## src/hw/rtl/wrmswf_pkg.sv

```systemverilog
package wrmswf_pkg;

    localparam int SAMPLE_W    = 16;
    localparam int WEIGHT_W    = 16;
    localparam int RMS_W       = 17;
    localparam int NUM_TAPS    = 5;
    localparam int WINDOW_TAPS = 5;
    localparam bit USE_OUTER   = (WINDOW_TAPS >= 5);
    localparam int HIST_DEPTH  = NUM_TAPS - 1;
    localparam int EXT_DEPTH   = NUM_TAPS + 2;
    localparam int NUM_JOBS    = 3;
    localparam int QUEUE_DEPTH = 2;

    localparam int TAP_W = $clog2(NUM_TAPS);
    localparam int CNT_W = $clog2(NUM_TAPS + 2);

    localparam int SQ_W       = 2 * SAMPLE_W - 1;
    localparam int PROD_W     = SQ_W + WEIGHT_W - 1;
    localparam int ACC_W      = PROD_W + 3;
    localparam int RAD_W      = ACC_W + (ACC_W % 2);
    localparam int SQRT_STEPS = RAD_W / 2;
    localparam int ROOT_W     = SQRT_STEPS;
    localparam int REM_W      = ROOT_W + 2;
    localparam int STEP_W     = $clog2(SQRT_STEPS);
    localparam int RMS_SHIFT  = 8;

    localparam int IN_TDATA_W  = 16;
    localparam int OUT_TDATA_W = 24;

    localparam int CFG_IDX_W = 3;
    localparam logic [CFG_IDX_W-1:0] REG_WEIGHT_OLDEST = 3'd0;
    localparam logic [CFG_IDX_W-1:0] REG_WEIGHT_BEFORE = 3'd1;
    localparam logic [CFG_IDX_W-1:0] REG_WEIGHT_CENTRE = 3'd2;
    localparam logic [CFG_IDX_W-1:0] REG_WEIGHT_AFTER  = 3'd3;
    localparam logic [CFG_IDX_W-1:0] REG_WEIGHT_NEWEST = 3'd4;

    localparam logic [WEIGHT_W-1:0] WEIGHT_RESET = 16'd13107;

    typedef logic [SAMPLE_W-1:0] t_sample;
    typedef t_sample [NUM_TAPS-1:0] t_window;
    typedef logic [WEIGHT_W-1:0] t_weight;
    typedef t_weight [NUM_TAPS-1:0] t_weights;

    typedef struct packed {
        t_window window;
        logic    frame_end;
    } t_job;

    function automatic logic [SQ_W-1:0] square_mag(input t_sample s);
        logic [SAMPLE_W-1:0]   mag;
        logic [2*SAMPLE_W-1:0] full;
        mag  = s[SAMPLE_W-1] ? (~s + 1'b1) : s;
        full = mag * mag;
        return full[SQ_W-1:0];
    endfunction

endpackage

```

## src/hw/rtl/wrmswf_front.sv

```systemverilog
module wrmswf_front (
    input  logic               i_clk,
    input  logic               i_rst_n,
    input  logic               i_valid,
    input  wrmswf_pkg::t_sample i_sample,
    input  logic               i_last,
    output logic               o_ready,
    output logic               o_job_valid,
    input  logic               i_job_ready,
    output wrmswf_pkg::t_job   o_job
);

    wrmswf_pkg::t_sample r_hist [wrmswf_pkg::HIST_DEPTH];
    wrmswf_pkg::t_sample r_ext  [wrmswf_pkg::EXT_DEPTH];
    logic [1:0]                          r_fill;
    logic [wrmswf_pkg::NUM_JOBS-1:0]     r_mask;
    logic [wrmswf_pkg::NUM_JOBS-1:0]     r_endm;
    logic                                w_fire;
    logic                                w_shift;

    always_comb begin
        o_ready     = (r_mask == '0);
        w_fire      = i_valid && o_ready;
        w_shift     = (r_mask != '0) && (!r_mask[0] || i_job_ready);
        o_job_valid = r_mask[0];
        for (int k = 0; k < wrmswf_pkg::NUM_TAPS; k++) begin
            o_job.window[k] = r_ext[k];
        end
        o_job.frame_end = r_endm[0];
    end

    always_ff @(posedge i_clk) begin
        if (!i_rst_n) begin
            for (int k = 0; k < wrmswf_pkg::HIST_DEPTH; k++) begin
                r_hist[k] <= '0;
            end
            r_fill <= '0;
            r_mask <= '0;
            r_endm <= '0;
        end else if (w_fire) begin
            for (int k = 0; k < wrmswf_pkg::HIST_DEPTH; k++) begin
                r_ext[k] <= r_hist[k];
            end
            r_ext[wrmswf_pkg::HIST_DEPTH]     <= i_sample;
            r_ext[wrmswf_pkg::HIST_DEPTH + 1] <= '0;
            r_ext[wrmswf_pkg::HIST_DEPTH + 2] <= '0;
            // Full window once the history holds two samples; a flush adds up to two trailing centres.
            r_mask <= {i_last, i_last && (r_fill != 2'd0), r_fill[1]};
            r_endm <= {i_last, 1'b0, 1'b0};
            if (i_last) begin
                for (int k = 0; k < wrmswf_pkg::HIST_DEPTH; k++) begin
                    r_hist[k] <= '0;
                end
                r_fill <= '0;
            end else begin
                for (int k = 0; k < wrmswf_pkg::HIST_DEPTH - 1; k++) begin
                    r_hist[k] <= r_hist[k+1];
                end
                r_hist[wrmswf_pkg::HIST_DEPTH-1] <= i_sample;
                if (!r_fill[1]) begin
                    r_fill <= r_fill + 2'd1;
                end
            end
        end else if (w_shift) begin
            for (int k = 0; k < wrmswf_pkg::EXT_DEPTH - 1; k++) begin
                r_ext[k] <= r_ext[k+1];
            end
            r_ext[wrmswf_pkg::EXT_DEPTH-1] <= '0;
            r_mask <= r_mask >> 1;
            r_endm <= r_endm >> 1;
        end
    end

endmodule

```

## src/hw/rtl/wrmswf_queue.sv

```systemverilog
module wrmswf_queue #(
    parameter int DEPTH = wrmswf_pkg::QUEUE_DEPTH
) (
    input  logic             i_clk,
    input  logic             i_rst_n,
    input  logic             i_wr_valid,
    output logic             o_wr_ready,
    input  wrmswf_pkg::t_job i_wr_job,
    output logic             o_rd_valid,
    input  logic             i_rd_ready,
    output wrmswf_pkg::t_job o_rd_job
);

    localparam int PTR_W = $clog2(DEPTH);
    localparam int CNT_W = $clog2(DEPTH + 1);
    localparam logic [PTR_W-1:0] LAST_PTR = PTR_W'(DEPTH - 1);
    localparam logic [CNT_W-1:0] FULL_CNT = CNT_W'(DEPTH);

    wrmswf_pkg::t_job r_mem [DEPTH];
    logic [PTR_W-1:0] r_wr_ptr;
    logic [PTR_W-1:0] r_rd_ptr;
    logic [CNT_W-1:0] r_count;
    logic             w_push;
    logic             w_pop;

    always_comb begin
        o_wr_ready = (r_count != FULL_CNT);
        o_rd_valid = (r_count != '0);
        o_rd_job   = r_mem[r_rd_ptr];
        w_push     = i_wr_valid && o_wr_ready;
        w_pop      = o_rd_valid && i_rd_ready;
    end

    always_ff @(posedge i_clk) begin
        if (!i_rst_n) begin
            r_wr_ptr <= '0;
            r_rd_ptr <= '0;
            r_count  <= '0;
        end else begin
            if (w_push) begin
                r_mem[r_wr_ptr] <= i_wr_job;
                r_wr_ptr <= (r_wr_ptr == LAST_PTR) ? '0 : r_wr_ptr + 1'b1;
            end
            if (w_pop) begin
                r_rd_ptr <= (r_rd_ptr == LAST_PTR) ? '0 : r_rd_ptr + 1'b1;
            end
            if (w_push && !w_pop) begin
                r_count <= r_count + 1'b1;
            end else if (w_pop && !w_push) begin
                r_count <= r_count - 1'b1;
            end
        end
    end

endmodule

```

## src/hw/rtl/wrmswf_back.sv

```systemverilog
module wrmswf_back (
    input  logic                              i_clk,
    input  logic                              i_rst_n,
    input  logic                              i_job_valid,
    output logic                              o_job_ready,
    input  wrmswf_pkg::t_job                  i_job,
    input  wrmswf_pkg::t_weights              i_weights,
    output logic                              o_valid,
    input  logic                              i_ready,
    output logic [wrmswf_pkg::RMS_W-1:0]      o_rms,
    output logic                              o_frame_end
);

    typedef enum logic [1:0] {ST_IDLE, ST_MAC, ST_SQRT, ST_DONE} t_state;

    localparam logic [wrmswf_pkg::CNT_W-1:0] TAPS_END =
        wrmswf_pkg::CNT_W'(wrmswf_pkg::NUM_TAPS);
    localparam logic [wrmswf_pkg::CNT_W-1:0] MAC_END =
        wrmswf_pkg::CNT_W'(wrmswf_pkg::NUM_TAPS + 1);
    localparam logic [wrmswf_pkg::CNT_W-1:0] ACC_START =
        wrmswf_pkg::CNT_W'(2);
    localparam logic [wrmswf_pkg::TAP_W-1:0] TAP_OUTER =
        wrmswf_pkg::TAP_W'(wrmswf_pkg::NUM_TAPS - 1);
    localparam logic [wrmswf_pkg::STEP_W-1:0] STEP_END =
        wrmswf_pkg::STEP_W'(wrmswf_pkg::SQRT_STEPS - 1);

    t_state                                r_state;
    wrmswf_pkg::t_window                   r_win;
    logic                                  r_end;
    logic [wrmswf_pkg::CNT_W-1:0]          r_cnt;
    logic [wrmswf_pkg::TAP_W-1:0]          r_sq_k;
    logic [wrmswf_pkg::SQ_W-1:0]           r_sq;
    logic [wrmswf_pkg::PROD_W-1:0]         r_prod;
    logic [wrmswf_pkg::ACC_W-1:0]          r_acc;
    logic [wrmswf_pkg::RAD_W-1:0]          r_rad;
    logic [wrmswf_pkg::REM_W-1:0]          r_rem;
    logic [wrmswf_pkg::ROOT_W-1:0]         r_root;
    logic [wrmswf_pkg::STEP_W-1:0]         r_step;
    logic                                  r_out_valid;
    logic [wrmswf_pkg::RMS_W-1:0]          r_out_rms;
    logic                                  r_out_end;

    wrmswf_pkg::t_weight                   w_weight;
    logic [wrmswf_pkg::SQ_W+wrmswf_pkg::WEIGHT_W-1:0] w_prod_full;
    logic [wrmswf_pkg::ACC_W-1:0]          n_acc;
    logic [wrmswf_pkg::REM_W+1:0]          w_try;
    logic [wrmswf_pkg::REM_W+1:0]          w_trial;
    logic [wrmswf_pkg::REM_W+1:0]          w_diff;
    logic                                  w_ge;
    logic [wrmswf_pkg::REM_W-1:0]          n_rem;
    logic [wrmswf_pkg::ROOT_W-1:0]         n_root;

    always_comb begin
        o_job_ready = (r_state == ST_IDLE);
        o_valid     = r_out_valid;
        o_rms       = r_out_rms;
        o_frame_end = r_out_end;

        w_weight = i_weights[r_sq_k];
        if (!wrmswf_pkg::USE_OUTER && (r_sq_k == '0 || r_sq_k == TAP_OUTER)) begin
            w_weight = '0;
        end
        w_prod_full = r_sq * w_weight;
        n_acc       = r_acc + wrmswf_pkg::ACC_W'(r_prod);

        w_try   = {r_rem, r_rad[wrmswf_pkg::RAD_W-1 -: 2]};
        w_trial = {2'b00, r_root, 2'b01};
        w_diff  = w_try - w_trial;
        w_ge    = (w_try >= w_trial);
        n_rem   = w_ge ? w_diff[wrmswf_pkg::REM_W-1:0] : w_try[wrmswf_pkg::REM_W-1:0];
        n_root  = {r_root[wrmswf_pkg::ROOT_W-2:0], w_ge};
    end

    always_ff @(posedge i_clk) begin
        if (!i_rst_n) begin
            r_state     <= ST_IDLE;
            r_out_valid <= 1'b0;
        end else begin
            if (r_out_valid && i_ready && r_state != ST_DONE) begin
                r_out_valid <= 1'b0;
            end
            case (r_state)
                ST_IDLE: begin
                    if (i_job_valid) begin
                        r_win   <= i_job.window;
                        r_end   <= i_job.frame_end;
                        r_cnt   <= '0;
                        r_acc   <= '0;
                        r_state <= ST_MAC;
                    end
                end
                ST_MAC: begin
                    // Square, weight and accumulate run as three stages.
                    if (r_cnt < TAPS_END) begin
                        r_sq   <= wrmswf_pkg::square_mag(r_win[r_cnt[wrmswf_pkg::TAP_W-1:0]]);
                        r_sq_k <= r_cnt[wrmswf_pkg::TAP_W-1:0];
                    end
                    if (r_cnt != '0 && r_cnt <= TAPS_END) begin
                        r_prod <= w_prod_full[wrmswf_pkg::PROD_W-1:0];
                    end
                    if (r_cnt >= ACC_START) begin
                        r_acc <= n_acc;
                    end
                    r_cnt <= r_cnt + 1'b1;
                    if (r_cnt == MAC_END) begin
                        r_rad   <= wrmswf_pkg::RAD_W'(n_acc);
                        r_rem   <= '0;
                        r_root  <= '0;
                        r_step  <= '0;
                        r_state <= ST_SQRT;
                    end
                end
                ST_SQRT: begin
                    r_rem  <= n_rem;
                    r_root <= n_root;
                    r_rad  <= r_rad << 2;
                    r_step <= r_step + 1'b1;
                    if (r_step == STEP_END) begin
                        r_state <= ST_DONE;
                    end
                end
                ST_DONE: begin
                    if (!r_out_valid || i_ready) begin
                        r_out_valid <= 1'b1;
                        r_out_rms   <= r_root[wrmswf_pkg::RMS_SHIFT +: wrmswf_pkg::RMS_W];
                        r_out_end   <= r_end;
                        r_state     <= ST_IDLE;
                    end
                end
                default: begin
                    r_state <= ST_IDLE;
                end
            endcase
        end
    end

endmodule

```

## src/hw/rtl/weighted_rms_window_filter.sv

```systemverilog
// Channel   Dir  Handshake                        Payload
// s_axis    in   i_s_axis_tvalid/o_s_axis_tready  tdata: sample; tlast: last_in_frame
// m_axis    out  o_m_axis_tvalid/i_m_axis_tready  tdata: rms_value; tlast: frame_end
// cfg       in   i_cfg_we                         i_cfg_index, i_cfg_data (weights)
//
// The back end takes one window at a time: it takes a window, runs the square, weight
// and accumulate pipeline, then the 25 steps of the bit-serial square root, which sets
// the pace, and loads the output word. A frame end costs up to three results.
// The front end hands out up to three windows per sample and takes no new sample until
// they are out; the window queue lets it take new samples while the back end is busy.
// Reset is synchronous and loads default weights. The output word holds while tready is low.
module weighted_rms_window_filter #(
    parameter int QUEUE_DEPTH = wrmswf_pkg::QUEUE_DEPTH
) (
    input  logic                                   i_clk,
    input  logic                                   i_rst_n,
    input  logic                                   i_s_axis_tvalid,
    output logic                                   o_s_axis_tready,
    // sample [15:0]
    input  logic [wrmswf_pkg::IN_TDATA_W-1:0]      i_s_axis_tdata,
    input  logic                                   i_s_axis_tlast,
    output logic                                   o_m_axis_tvalid,
    input  logic                                   i_m_axis_tready,
    // rms_value [16:0], zero [23:17]
    output logic [wrmswf_pkg::OUT_TDATA_W-1:0]     o_m_axis_tdata,
    output logic                                   o_m_axis_tlast,
    input  logic                                   i_cfg_we,
    input  logic [wrmswf_pkg::CFG_IDX_W-1:0]       i_cfg_index,
    input  logic [wrmswf_pkg::WEIGHT_W-1:0]        i_cfg_data
);

    wrmswf_pkg::t_weights              r_weights;
    wrmswf_pkg::t_job                  w_front_job;
    wrmswf_pkg::t_job                  w_back_job;
    logic                              w_front_valid;
    logic                              w_front_ready;
    logic                              w_back_valid;
    logic                              w_back_ready;
    logic [wrmswf_pkg::RMS_W-1:0]      w_rms;

    always_ff @(posedge i_clk) begin
        if (!i_rst_n) begin
            for (int k = 0; k < wrmswf_pkg::NUM_TAPS; k++) begin
                r_weights[k] <= wrmswf_pkg::WEIGHT_RESET;
            end
        end else if (i_cfg_we) begin
            case (i_cfg_index)
                wrmswf_pkg::REG_WEIGHT_OLDEST: begin
                    r_weights[wrmswf_pkg::REG_WEIGHT_OLDEST] <= i_cfg_data;
                end
                wrmswf_pkg::REG_WEIGHT_BEFORE: begin
                    r_weights[wrmswf_pkg::REG_WEIGHT_BEFORE] <= i_cfg_data;
                end
                wrmswf_pkg::REG_WEIGHT_CENTRE: begin
                    r_weights[wrmswf_pkg::REG_WEIGHT_CENTRE] <= i_cfg_data;
                end
                wrmswf_pkg::REG_WEIGHT_AFTER: begin
                    r_weights[wrmswf_pkg::REG_WEIGHT_AFTER] <= i_cfg_data;
                end
                wrmswf_pkg::REG_WEIGHT_NEWEST: begin
                    r_weights[wrmswf_pkg::REG_WEIGHT_NEWEST] <= i_cfg_data;
                end
                default: begin
                end
            endcase
        end
    end

    wrmswf_front u_front (
        .i_clk       (i_clk),
        .i_rst_n     (i_rst_n),
        .i_valid     (i_s_axis_tvalid),
        .i_sample    (i_s_axis_tdata),
        .i_last      (i_s_axis_tlast),
        .o_ready     (o_s_axis_tready),
        .o_job_valid (w_front_valid),
        .i_job_ready (w_front_ready),
        .o_job       (w_front_job)
    );

    wrmswf_queue #(
        .DEPTH (QUEUE_DEPTH)
    ) u_queue (
        .i_clk      (i_clk),
        .i_rst_n    (i_rst_n),
        .i_wr_valid (w_front_valid),
        .o_wr_ready (w_front_ready),
        .i_wr_job   (w_front_job),
        .o_rd_valid (w_back_valid),
        .i_rd_ready (w_back_ready),
        .o_rd_job   (w_back_job)
    );

    wrmswf_back u_back (
        .i_clk       (i_clk),
        .i_rst_n     (i_rst_n),
        .i_job_valid (w_back_valid),
        .o_job_ready (w_back_ready),
        .i_job       (w_back_job),
        .i_weights   (r_weights),
        .o_valid     (o_m_axis_tvalid),
        .i_ready     (i_m_axis_tready),
        .o_rms       (w_rms),
        .o_frame_end (o_m_axis_tlast)
    );

    assign o_m_axis_tdata =
        {{(wrmswf_pkg::OUT_TDATA_W - wrmswf_pkg::RMS_W){1'b0}}, w_rms};

endmodule

```

## config.mk

```make
export PLATFORM = sky130hd
export DESIGN_NAME = weighted_rms_window_filter
export DESIGN_NICKNAME = d
export VERILOG_FILES = /design/src/hw/rtl/wrmswf_pkg.sv /design/src/hw/rtl/wrmswf_front.sv /design/src/hw/rtl/wrmswf_queue.sv /design/src/hw/rtl/wrmswf_back.sv /design/src/hw/rtl/weighted_rms_window_filter.sv
export SDC_FILE = /design/constraint.sdc
export NUM_CORES = 2
export LEC_CHECK = 0
export ABC_AREA = 0
export BUFFER_PORTS_ARGS = -buffer_cell sky130_fd_sc_hd__buf_4
export CAP_MARGIN = 20
export CORE_UTILIZATION = 23
export DETAILED_ROUTE_END_ITERATION = 8
export HOLD_SLACK_MARGIN = 0.08
export SLEW_MARGIN = 20
export SYNTH_ARGS = -nofsm -noshare
export SYNTH_HDL_FRONTEND = slang
export SYNTH_SLANG_ARGS = --single-unit
```

## constraint.sdc

```tcl
create_clock -name i_clk -period 9.9 [get_ports i_clk]
set_input_delay 0.495 -clock i_clk [delete_from_list [all_inputs] [get_ports i_clk]]
set_output_delay 0.495 -clock i_clk [all_outputs]
set_load 0.02 [all_outputs]
```

==> run_results.csv <==
group,metric,value,unit
clocking,clk_pin_slew,0.07,ns
routing,drc_errors,0,
yosys,synth_async_sr_flop_share,0,%
floorplan,fp.dieW,487,um
timing,fmax,0.108,GHz
yosys,ys_warn_count,0,
cells_and_area,final_util,26.3,%
setup_path,cp-start-kind,"register",
timing,hold_violations,0,
status,status,"finished clean",
setup_path,cpMostUsedCell,"fa_1",
floorplan,fp.coreArea,0.233,mm^2
global_route,antenna_found_initial,6,
timing,maxSlewHeadroom,28.8,%
cells_and_area,areaGrowthSynthToFinish,13.2,%
placed_design,placed_cell_area,0.0584,mm^2
cells_and_area,design_area,0.0613,mm^2
yosys,synth-edff-count,627,
clocking,cts_inserted_buffers,74,
routing,drtPass1Iterations,5,
setup_path,cp-end-kind,"register",
routing,avgViaCountPerCell,4.26,
timing,fin_skew,0.0627,ns
cells_and_area,drive_gt1_share,9.90,%
global_route,grt_first_pass_wirelength,202000,um
clocking,cts.path.max_buffers,3,
clocking,insertion_delay,0.69,ns
yosys,synth-main-ff-cell,"edfxtp_1",
global_route,overflow,0,
setup_path,cpPeakStageDelay,0.86,ns
clocking,cts_root_buffer,"clkbuf_16",
timing,finalMaxSlewViolations,0,
cells_and_area,fillers,24400,
timing,tns,0,ns
routing,routed_wl,125000,um
clocking,cts_tree,"done",
floorplan,ios,68,
routing,drt_iter0_drc,2410,
setup_path,critical_path_required,10.30,ns
floorplan,fp.dieH,487,um
placed_design,place.port_buffers,60,
routing,via_count,35000,
yosys,syn_inst,4992,
run,cap_violations,0,
global_route,grt_max_degree,74,
timing,rsz0062_at_grt,"no",
global_route,grt_pass1_vias,36900,
setup_path,crit_arrival,9.70,ns
setup_path,regToRegSetupSlack,0.60,ns
placed_design,place.gp.congestion,0.885,
routing,routedWlPerCell,15.2,um
setup_path,path_max_fanout,18,
routing,antenna_left,0,
floorplan,start_util,23.2,%
clocking,cts_hold_buf,32,
floorplan,die_area,0.238,mm^2
clocking,cts_setup_buffers,0,
floorplan,fp-row-count,177,
yosys,yosysSeqAreaShare,38.8,%
yosys,yosysUniqueCellTypes,98,
yosys,synth_area,0.0542,mm^2
yosys,syn_area_per_cell,10.9,um^2
timing,period_needed,9.30,ns
timing,worstMarginPinSlew,1.07,ns
hold_path,hold_path.class,"primary input to register",
timing,setup_ws,0.599,ns
clocking,cts_resized,0,
cells_and_area,ff_latch_area,0.0210,mm^2
setup_path,cpMaxStageDelayCell,"nor2b_1",
global_route,grtUsageTotal,10.6,%
placed_design,dpl_worst_slack,0.684,ns
cells_and_area,fin_nets,5932,
timing,period_share,94.0,%
cells_and_area,multiInputGateArea,0.0300,mm^2
clocking,h-tree-depth,3,
yosys,ys_seq_elements,737,
setup_path,criticalPathCategory,"register to register",
timing,setup_viol,0,
placed_design,dp_hpwl,92200,um
clocking,clock_sinks,737,
[cell type report]
class	count	area share [%]
Sequential cell	737	34.3
Multi-Input combinational cell	3383	48.9
Timing Repair Buffer	151	1.99
Inverter	683	4.18
Antenna cell	2	0.00816
Tap cell	3132	6.39
Clock inverter	45	1.08
Clock buffer	90	3.17
[cells by family after synthesis]
kind of cell,Yosys count,share of synthesized area [%]
flip-flops,737,38.8
multiplexers,235,4.73
buffers and inverters,904,6.41
XOR/XNOR,160,2.70
AND/OR/NAND/NOR,1476,12.4
other,2,0.0139
AO/OA/AOI/OAI,617,7.21
adder cells (fa/ha/maj),861,27.7
[sequential cells by signal, summed over array words and instances, names as in the netlist, 17 cells and up]
| signal | cells |
|---|---|
| u_queue.r_mem | 162 |
| u_front.r_ext | 80 |
| u_back.r_rem | 27 |
| u_back.o_rms | 17 |
| u_back.r_prod | 46 |
| u_back.r_win | 80 |
| u_back.r_sq | 30 |
| u_front.r_hist | 64 |
| u_back.r_root | 25 |
| u_back.r_acc | 49 |
| r_weights | 80 |
| u_back.r_rad | 50 |
[per-layer routing]
layer  track usage (%)  part of all wire [%]  wire length, um
met1              14.3                    47            58400
met2              17.3                    46            57800
met3              1.55                   4.8             6000
met4              3.34                   2.5             3080
met5                 0                 0.010               13
[cell usage after synthesis (95+ instances only)]
cell type,number,share of area (%)
and2_1,230,2.7
dfxtp_1,110,4.1
inv_1,652,4.5
xnor2_1,95,1.5
nor2_1,276,1.9
ha_1,294,6.8
a21oi_1,223,2.1
fa_1,567,21
o21ai_0,117,1.1
nand2_1,708,4.9
mux2_2,149,3.1
edfxtp_1,627,35
clkbuf_1,181,1.3
[worst paths after layout]
| kind | start | end | depth (start not counted) |
|---|---|---|---|
| min reg2reg | u_front.r_ext[0][7]$_DFFE_PP_ | u_queue.r_mem[1][8]$_DFFE_PP_ | 0 |
| max reg2reg | u_back.r_sq_k[2]$_DFFE_PP_ | u_back.r_prod[42]$_DFFE_PP_ | 27 |
| max | u_back.r_sq_k[2]$_DFFE_PP_ | u_back.r_prod[42]$_DFFE_PP_ | 27 |
| min | i_s_axis_tlast | u_front.r_endm[2]$_SDFFE_PN0P_ | 3 |
[worst max-delay path, delay by kind of cell, from the launching register on]
| family | cells | cell delay [ns] |
|---|---|---|
| buf+inv | 6 | 0.89 |
| simple gates | 4 | 1.44 |
| xor+xnor | 1 | 0.09 |
| compound gates | 9 | 2.70 |
| fa+ha+maj | 7 | 3.06 |
| flops | 1 | 0.81 |
[layout by cell type, fill, tap and decap left out, drive strengths merged, types with 7 or more instances in the layout]
cell type,Yosys,final
clkinv,0,27
or2,7,7
xnor2,99,99
nand2,716,716
a31oi,20,20
o21ai,133,133
clkbuf,181,90
o21a,28,28
a21o,54,54
buf,40,119
nor3b,20,20
conb,2,34
fa,567,567
nand4,18,18
nand2b,22,22
dlygate4sd3,0,32
o22ai,26,26
nor4,8,8
edfxtp,627,627
and3,25,25
mux2i,79,79
nor2b,23,23
bufinv,0,10
inv,683,686
ha,294,294
nor3,34,34
mux2,155,155
a211oi,22,22
nand3,80,80
a22oi,7,7
o22a,7,7
o21bai,17,17
a21oi,224,224
dfxtp,110,110
nor2,277,277
xor2,61,61
a21boi,9,9
o211ai,14,14
and2,231,231
[metrics by stage]
stage          hold WS, ns  cells
3_3_place_gp         0.423   8053
6_report             0.238   8223
5_1_grt              0.219   8223
2_1_floorplan        0.400   5024
3_5_place_dp         0.430   8053
4_1_cts              0.190   8220
Power is left out: the tool's default activity adds up to more than one toggle a clock period on the data nets, which glitch-free logic cannot reach.
